## src/pmt_pkg.sv

```systemverilog
// ----------------------------------------------------------------------------
// pmt_pkg
// Shared sizes, operation codes and the queue entry type for the page map
// translation block.
// ----------------------------------------------------------------------------
package pmt_pkg;

  // geometry of the flash and of the logical space
  localparam int PAGES_PER_BLOCK = 32;
  localparam int PHYS_BLOCKS     = 16;
  localparam int LOGICAL_PAGES   = 256;
  localparam int TOTAL_PAGES     = PAGES_PER_BLOCK * PHYS_BLOCKS;

  // field widths
  localparam int LBA_W   = 8;
  localparam int BLOCK_W = 4;
  localparam int PAGE_W  = 5;
  localparam int TOTAL_W = 10;
  localparam int MAP_AW  = $clog2(LOGICAL_PAGES);
  localparam int LOC_W   = BLOCK_W + PAGE_W;

  // front to back queue
  localparam int QUEUE_DEPTH = 4;
  localparam int QUEUE_AW    = $clog2(QUEUE_DEPTH);

  // request command codes
  localparam logic CMD_READ  = 1'b0;
  localparam logic CMD_WRITE = 1'b1;

  // classified operation carried to the back end
  typedef enum logic [2:0] {
    OP_READ  = 3'b001,
    OP_WRITE = 3'b010,
    OP_FULL  = 3'b100
  } op_t;

  typedef struct packed {
    op_t                 op;
    logic [MAP_AW-1:0]   idx;
    logic [BLOCK_W-1:0]  blk;
    logic [PAGE_W-1:0]   pg;
    logic [TOTAL_W-1:0]  total;
  } entry_t;

endpackage

```

## src/pmt_front.sv

```systemverilog
// ----------------------------------------------------------------------------
// pmt_front
// Accepts requests, classifies them and runs the sequential page allocator
// and the write counter. Each request leaves as one queue entry.
// ----------------------------------------------------------------------------
module pmt_front (
  input  logic                          clk,
  input  logic                          rst,
  input  logic                          req_valid,
  output logic                          req_stall,
  input  logic                          cmd,
  input  logic [pmt_pkg::LBA_W-1:0]     lba,
  input  logic                          q_full,
  output logic                          push,
  output pmt_pkg::entry_t               push_entry
);
  import pmt_pkg::*;

  logic [BLOCK_W-1:0] alloc_block;
  logic [PAGE_W-1:0]  alloc_page;
  logic               store_full;
  logic [TOTAL_W-1:0] write_total;

  logic is_write;
  logic do_alloc;
  logic page_last;
  logic block_last;

  // handshake
  assign req_stall = q_full;
  assign push      = req_valid && !q_full;

  // classification
  assign is_write   = (cmd == CMD_WRITE);
  assign do_alloc   = push && is_write && !store_full;
  assign page_last  = (alloc_page == PAGE_W'(PAGES_PER_BLOCK - 1));
  assign block_last = (alloc_block == BLOCK_W'(PHYS_BLOCKS - 1));

  // queue entry, count already reflects this request
  always_comb begin
    if (!is_write) begin
      push_entry.op = OP_READ;
    end else if (store_full) begin
      push_entry.op = OP_FULL;
    end else begin
      push_entry.op = OP_WRITE;
    end
    push_entry.idx   = lba[MAP_AW-1:0];
    push_entry.blk   = alloc_block;
    push_entry.pg    = alloc_page;
    push_entry.total = (is_write && !store_full) ? write_total + TOTAL_W'(1) : write_total;
  end

  // allocator walks pages, then blocks, and stops when all are used
  always_ff @(posedge clk) begin
    if (rst) begin
      alloc_block <= '0;
      alloc_page  <= '0;
      store_full  <= 1'b0;
      write_total <= '0;
    end else if (do_alloc) begin
      write_total <= write_total + TOTAL_W'(1);
      if (page_last) begin
        alloc_page <= '0;
        if (block_last) begin
          store_full <= 1'b1;
        end else begin
          alloc_block <= alloc_block + BLOCK_W'(1);
        end
      end else begin
        alloc_page <= alloc_page + PAGE_W'(1);
      end
    end
  end

endmodule

```

## src/pmt_queue.sv

```systemverilog
// ----------------------------------------------------------------------------
// pmt_queue
// Short first-in first-out queue of classified requests between the front
// and the back end.
// ----------------------------------------------------------------------------
module pmt_queue (
  input  logic             clk,
  input  logic             rst,
  input  logic             push,
  input  pmt_pkg::entry_t  push_entry,
  output logic             full,
  input  logic             pop,
  output pmt_pkg::entry_t  pop_entry,
  output logic             not_empty
);
  import pmt_pkg::*;

  entry_t              slots [QUEUE_DEPTH];
  logic [QUEUE_AW-1:0] wr_ptr;
  logic [QUEUE_AW-1:0] rd_ptr;
  logic [QUEUE_AW:0]   count;

  assign full      = (count == (QUEUE_AW + 1)'(QUEUE_DEPTH));
  assign not_empty = (count != '0);
  assign pop_entry = slots[rd_ptr];

  // entry storage
  always_ff @(posedge clk) begin
    if (push) begin
      slots[wr_ptr] <= push_entry;
    end
  end

  // pointers and fill count
  always_ff @(posedge clk) begin
    if (rst) begin
      wr_ptr <= '0;
      rd_ptr <= '0;
      count  <= '0;
    end else begin
      if (push) begin
        wr_ptr <= wr_ptr + QUEUE_AW'(1);
      end
      if (pop) begin
        rd_ptr <= rd_ptr + QUEUE_AW'(1);
      end
      if (push && !pop) begin
        count <= count + (QUEUE_AW + 1)'(1);
      end else if (pop && !push) begin
        count <= count - (QUEUE_AW + 1)'(1);
      end
    end
  end

endmodule

```

## src/pmt_back.sv

```systemverilog
// ----------------------------------------------------------------------------
// pmt_back
// Carries out queued requests against the logical-to-physical map and
// holds the response register.
// ----------------------------------------------------------------------------
module pmt_back (
  input  logic                          clk,
  input  logic                          rst,
  input  logic                          not_empty,
  input  pmt_pkg::entry_t               pop_entry,
  output logic                          pop,
  output logic                          rsp_valid,
  input  logic                          rsp_stall,
  output logic                          mapped,
  output logic [pmt_pkg::BLOCK_W-1:0]   phys_block,
  output logic [pmt_pkg::PAGE_W-1:0]    phys_page,
  output logic                          full_error,
  output logic [pmt_pkg::TOTAL_W-1:0]   pages_written
);
  import pmt_pkg::*;

  typedef enum logic [2:0] {
    ST_FETCH = 3'b001,
    ST_LOOK  = 3'b010,
    ST_SEND  = 3'b100
  } state_t;

  state_t state;
  state_t state_next;

  logic [LOC_W-1:0]         map_mem [LOGICAL_PAGES];
  logic [LOGICAL_PAGES-1:0] valid_bits;
  logic [LOC_W-1:0]         rd_data;
  logic                     rd_valid;
  logic [TOTAL_W-1:0]       pend_total;
  logic                     map_wr;

  assign pop       = (state == ST_FETCH) && not_empty;
  assign map_wr    = pop && (pop_entry.op == OP_WRITE);
  assign rsp_valid = (state == ST_SEND);

  // map storage, registered read
  always_ff @(posedge clk) begin
    if (map_wr) begin
      map_mem[pop_entry.idx] <= {pop_entry.blk, pop_entry.pg};
    end
    rd_data <= map_mem[pop_entry.idx];
  end

  // per-entry valid bits, cleared at reset
  always_ff @(posedge clk) begin
    if (rst) begin
      valid_bits <= '0;
      rd_valid   <= 1'b0;
    end else begin
      if (map_wr) begin
        valid_bits[pop_entry.idx] <= 1'b1;
      end
      rd_valid <= valid_bits[pop_entry.idx];
    end
  end

  // sequencer
  always_comb begin
    state_next = state;
    case (state)
      ST_FETCH: begin
        if (pop) begin
          state_next = (pop_entry.op == OP_READ) ? ST_LOOK : ST_SEND;
        end
      end
      ST_LOOK: begin
        state_next = ST_SEND;
      end
      ST_SEND: begin
        if (!rsp_stall) begin
          state_next = ST_FETCH;
        end
      end
      default: begin
        state_next = ST_FETCH;
      end
    endcase
  end

  always_ff @(posedge clk) begin
    if (rst) begin
      state <= ST_FETCH;
    end else begin
      state <= state_next;
    end
  end

  // response register
  always_ff @(posedge clk) begin
    if (pop) begin
      pend_total <= pop_entry.total;
      case (pop_entry.op)
        OP_WRITE: begin
          mapped        <= 1'b1;
          phys_block    <= pop_entry.blk;
          phys_page     <= pop_entry.pg;
          full_error    <= 1'b0;
          pages_written <= pop_entry.total;
        end
        OP_FULL: begin
          mapped        <= 1'b0;
          phys_block    <= '0;
          phys_page     <= '0;
          full_error    <= 1'b1;
          pages_written <= pop_entry.total;
        end
        default: begin
        end
      endcase
    end else if (state == ST_LOOK) begin
      mapped        <= rd_valid;
      phys_block    <= rd_valid ? rd_data[LOC_W-1:PAGE_W] : '0;
      phys_page     <= rd_valid ? rd_data[PAGE_W-1:0] : '0;
      full_error    <= 1'b0;
      pages_written <= pend_total;
    end
  end

endmodule

```

## src/page_map_translation.sv

```systemverilog
// Response: a write or full request is answered once the back end pops it
// from the queue; a read first passes a look-up state for the registered map read.
// Sequencing: the back-end sequencer takes one request at a time (fetch, then
// look-up for reads, then send until not stalled); a 4-entry queue lets requests arrive meanwhile.
// Reset: synchronous; clears the allocator, the write count, the queue and
// all map valid bits at once, so the block takes requests right after reset.
// ----------------------------------------------------------------------------
// page_map_translation
// Page-level flash translation map: reads look up a logical page, writes
// take the next free physical page from a sequential allocator.
// ----------------------------------------------------------------------------
module page_map_translation (
  input  logic                          clk,
  input  logic                          rst,
  input  logic                          req_valid,
  output logic                          req_stall,
  input  logic                          cmd,
  input  logic [pmt_pkg::LBA_W-1:0]     lba,
  output logic                          rsp_valid,
  input  logic                          rsp_stall,
  output logic                          mapped,
  output logic [pmt_pkg::BLOCK_W-1:0]   phys_block,
  output logic [pmt_pkg::PAGE_W-1:0]    phys_page,
  output logic                          full_error,
  output logic [pmt_pkg::TOTAL_W-1:0]   pages_written
);
  import pmt_pkg::*;

  logic   push;
  logic   pop;
  logic   q_full;
  logic   q_not_empty;
  entry_t push_entry;
  entry_t pop_entry;

  // request classification and allocation
  pmt_front u_front (
    .clk        (clk),
    .rst        (rst),
    .req_valid  (req_valid),
    .req_stall  (req_stall),
    .cmd        (cmd),
    .lba        (lba),
    .q_full     (q_full),
    .push       (push),
    .push_entry (push_entry)
  );

  // decoupling queue
  pmt_queue u_queue (
    .clk        (clk),
    .rst        (rst),
    .push       (push),
    .push_entry (push_entry),
    .full       (q_full),
    .pop        (pop),
    .pop_entry  (pop_entry),
    .not_empty  (q_not_empty)
  );

  // map access and response
  pmt_back u_back (
    .clk           (clk),
    .rst           (rst),
    .not_empty     (q_not_empty),
    .pop_entry     (pop_entry),
    .pop           (pop),
    .rsp_valid     (rsp_valid),
    .rsp_stall     (rsp_stall),
    .mapped        (mapped),
    .phys_block    (phys_block),
    .phys_page     (phys_page),
    .full_error    (full_error),
    .pages_written (pages_written)
  );

endmodule

```

## config.mk

```make
export PLATFORM = sky130hd
export DESIGN_NAME = page_map_translation
export DESIGN_NICKNAME = d
export VERILOG_FILES = /design/src/pmt_pkg.sv /design/src/pmt_front.sv /design/src/pmt_queue.sv /design/src/pmt_back.sv /design/src/page_map_translation.sv
export SDC_FILE = /design/constraint.sdc
export NUM_CORES = 2
export LEC_CHECK = 0
export BUFFER_PORTS_ARGS = -buffer_cell sky130_fd_sc_hd__buf_2
export CORE_MARGIN = 2
export CORE_UTILIZATION = 40
export CTS_BUF_LIST = sky130_fd_sc_hd__clkbuf_16
export CTS_CLUSTER_DIAMETER = 30
export DETAILED_ROUTE_END_ITERATION = 12
export PLACE_DENSITY = 0.68
export SLEW_MARGIN = 10
export SYNTH_ARGS = -nofsm -noshare
export SYNTH_HDL_FRONTEND = slang
export SYNTH_HIERARCHICAL = 1
export SYNTH_SLANG_ARGS = --single-unit
```

## constraint.sdc

```tcl
create_clock -name clk -period 3.82 [get_ports clk]
set_input_delay 0.382 -clock clk [delete_from_list [all_inputs] [get_ports clk]]
set_output_delay 0.382 -clock clk [all_outputs]
set_load 0.005 [all_outputs]
```

==> flow_summary_export.csv <==
group,metric,value,unit
status,status,"finished with violations",
status,violations,"setup timing",
layout,fillers,20940,
critical_path,crit_type,"reg2reg",
timing,period_needed,3874,ps
layout,drive_gt1_share,34.84,%
synth,synth_fa_ha_area_share,0.1251,%
clocking,cts_root_buf,"clkbuf_16",
power_and_ir_drop,p_leak,0.04377,uW
critical_path,cpPeakStageDelay,860,ps
critical_path,crit_fanout,14,
die,die_x,518.8,um
placement,dp_hpwl,179000,um
timing,slew_headroom,14.78,%
hold_path,hp-class,"in2reg",
die,ios,36,
layout,final_cell_mix,"2455 x edfxtp_1, 771 x nor2_1, 743 x mux4_2",
critical_path,crit_arrival,4730,ps
synth,ys.flop_type,"edfxtp_1",
synth,async_reset_ff_share,0,%
synth,synthSimpleGateAreaFrac,4.283,%
power_and_ir_drop,irDropWorstVdd,0.6380,mV
drt,vias_per_cell,5.726,
synth,avgSynthCellArea,20.08,um^2
synth,synth_top_family_by_area,"multiplexers",
critical_path,crit_required,4680,ps
die,core,0.2644,mm^2
clocking,cts_made_buffers,458,
drt,drt.antenna.violating_nets,0,
global_routing,grt_max_degree,106,
placement,routabilityCongestion,0.9188,
timing,fmax,258.1,MHz
layout,syn_to_final_growth,23.37,%
drt,wl,288000,um
critical_path,cp-start-kind,"flip-flop",
die,num_rows,189,
critical_path,cpMostUsedCell,"buf_4",
synth,synth-seq-cells,2753,
placement,post-place-ws,-371.9,ps
synth,netlist_area,0.1060,mm^2
timing,clock_skew,73.58,ps
global_routing,grt_pass1_vias,57700,
drt,drt-initial-drc-count,7559,
clocking,path_clk_slew,60,ps
layout,fin_util,49.47,%
timing,finalMaxSlewViolations,0,
clocking,clock_sinks,2753,
synth,synth_cell_type_count,73,
clocking,insertion_delay,980,ps
layout,layout.nets,6180,
critical_path,worstPathCellList,"buf_6 -> buf_4 -> mux4_4 -> buf_12 -> nand2b_1 -> buf_4 -> o22ai_1 -> nor3_1 -> buf_4 -> o311a_1 -> nor3_1",
critical_path,crit_path_end_kind,"flip-flop",
drt,vias,57650,
timing,hold_viol,0,
synth,synthTopCellsByArea,"edfxtp_1 70%, mux4_2 16%, dfxtp_1 5.6%",
die,start_util,40.10,%
timing,rsz0062_at_grt,"true",
layout,final_common_cell,"edfxtp_1",
power_and_ir_drop,p_total,103100,uW
drt,wl_per_cell,28.60,um
timing,setup_viol,4,
timing,worst_pin_slew,1278,ps
timing,period_share,101.4,%
synth,synth_xor_area_share,0.1239,%
clocking,clk_path_buf_depth,4,
synth,synth_mux_area_share,16.94,%
clocking,cts_max_level,5,
global_routing,grt_pass1_wl,410600,um
global_routing,grt_overflow,0,
global_routing,track_usage,20.88,%
synth,synth_compound_area_share,1.640,%
synth,syn_inst,5280,
synth,synth_nets,5303,
die,die_h,518.8,um
synth,synth_top_area_share,69.54,%
drt,drtPass1Iterations,8,
timing,setup_slack,-54.25,ps
placement,io_buffers,35,
timing,hold_ws,181.3,ps
power_and_ir_drop,pwr_density_cell,788.4,mW/mm^2
die,dieArea,0.2692,mm^2
global_routing,antenna_found_initial,16,
synth,yosysWarnings,6,
clocking,cts_tree,"built",
synth,synth_edf_count,2455,
synth,seq_area_frac_synth,75.16,%
critical_path,cpMaxStageDelayCell,"mux4_4",
synth,synth_top_area_cell,"edfxtp_1",
job,max-cap-violations,0,
drt,route.detailed.drc,0,
worst paths after layout:
| check | startpoint | endpoint | slack [ps] | depth (start not counted) |
|---|---|---|---|---|
| setup / recovery | flip-flop | u_back/rd_valid$_SDFF_PP0_ | -50 | 11 |
| hold reg to reg | u_back/valid_bits[154]$_SDFFE_PP0P_ | u_back/valid_bits[154]$_SDFFE_PP0P_ | 460 | 2 |
| setup reg to reg | flip-flop | u_back/rd_valid$_SDFF_PP0_ | -50 | 11 |
| hold / removal | lba[6] | u_queue/slots[0][25]$_DFFE_PP_ | 180 | 2 |
through the flow:
step | area, um^2 | TNS, ps | std cells
after floorplan | 106000 | 0 | 5280
after global placement | 114700 | -1327 | 9196
after detailed placement | 114700 | -1196 | 9196
after CTS | 130400 | -24.53 | 10060
after global routing | 130800 | -256.6 | 10070
final | 130800 | -84.13 | 10070
metal layers:
layer	GRT usage, %	vias to the layer above	part of all wire [%]
met1	28.56	30220	38
met2	31.81	3522	46
met5	0	-	0.012
met3	5.648	615	12
met4	8.357	6	4.1
li1	-	23290	-
power by group:
| group | switching, uW | leakage, uW | internal, uW | total, uW |
|---|---|---|---|---|
| registers | 227 | 0.0246 | 36400 | 36700 |
| logic | 16200 | 0.0115 | 10200 | 26300 |
| clock network | 14200 | 0.00762 | 25900 | 40100 |
| total | 30600 | 0.0438 | 72500 | 103000 |
sequential cells by signal, summed over array words and instances, names as in the netlist, named ones only:
signal / cells
u_back/full_error: 1
u_back/map_mem: 2304
u_back/mapped: 1
u_back/pages_written: 10
u_back/pend_total: 10
u_back/phys_block: 4
u_back/phys_page: 5
u_back/rd_data: 9
u_back/rd_valid: 1
u_back/state: 3
u_back/valid_bits: 256
u_front/alloc_block: 4
u_front/alloc_page: 5
u_front/store_full: 1
u_front/write_total: 10
u_queue/count: 3
u_queue/rd_ptr: 2
u_queue/slots: 120
u_queue/wr_ptr: 2
cell usage after synthesis (7+ instances only):
master	number
buf_4	56
mux2i_1	81
o21ai_0	22
nor3_1	19
dfxtp_1	298
mux2_2	7
a22oi_1	62
nand3_1	50
nand4_1	9
nor2_1	780
a22o_1	16
xor2_1	10
buf_1	23
edfxtp_1	2455
and2_1	11
mux4_2	757
nor2b_1	17
a31oi_1	12
or3_1	7
nand2b_1	12
o21ba_2	18
nand2_1	145
a32oi_1	14
clkbuf_1	125
buf_6	42
and3_1	8
a21oi_1	43
inv_1	11
buf_2	61
ha_1	9
cell families (layout without fill, tap and decap cells):
| kind of cell | after synthesis | in the layout |
|---|---|---|
| fa+ha+maj | 10 | 10 |
| xor+xnor | 15 | 15 |
| mux | 847 | 847 |
| flops | 2753 | 2753 |
| simple gates | 1092 | 1092 |
| compound gates | 240 | 240 |
| buf+inv | 323 | 1578 |
| other cells | 0 | 1 |
worst max-delay path, delay by kind of cell, from the launching register on:
| kind | cells | cell delay (ps) |
|---|---|---|
| DFF | 1 | 340 |
| buffers and inverters | 5 | 1040 |
| and+or+nand+nor | 3 | 770 |
| AOI/OAI and AO/OA | 2 | 680 |
| muxes | 1 | 860 |
cell type report:
| type | instances | area, um^2 | share of cell area (%) |
|---|---|---|---|
| well taps | 3533 | 4420 | 3.380 |
| inverters | 14 | 60.06 | 0.04592 |
| diodes | 1 | 2.502 | 0.001913 |
| flip-flops and latches | 2753 | 79690 | 60.93 |
| multi-input cells | 2204 | 24860 | 19.00 |
| clock inverters | 371 | 3568 | 2.728 |
| clock buffers | 467 | 11690 | 8.935 |
| repair buffers | 726 | 6510 | 4.977 |
repair_timing:
action,4_1_cts,5_1_grt
setup buffers,7,7
gates resized for setup,42,38
setup endpoints to repair,46,82
pin swaps,3,9
hold endpoints to repair,114,0
cloned,2,7
hold buffers,13,0
(Power assumes the default switching activity.)
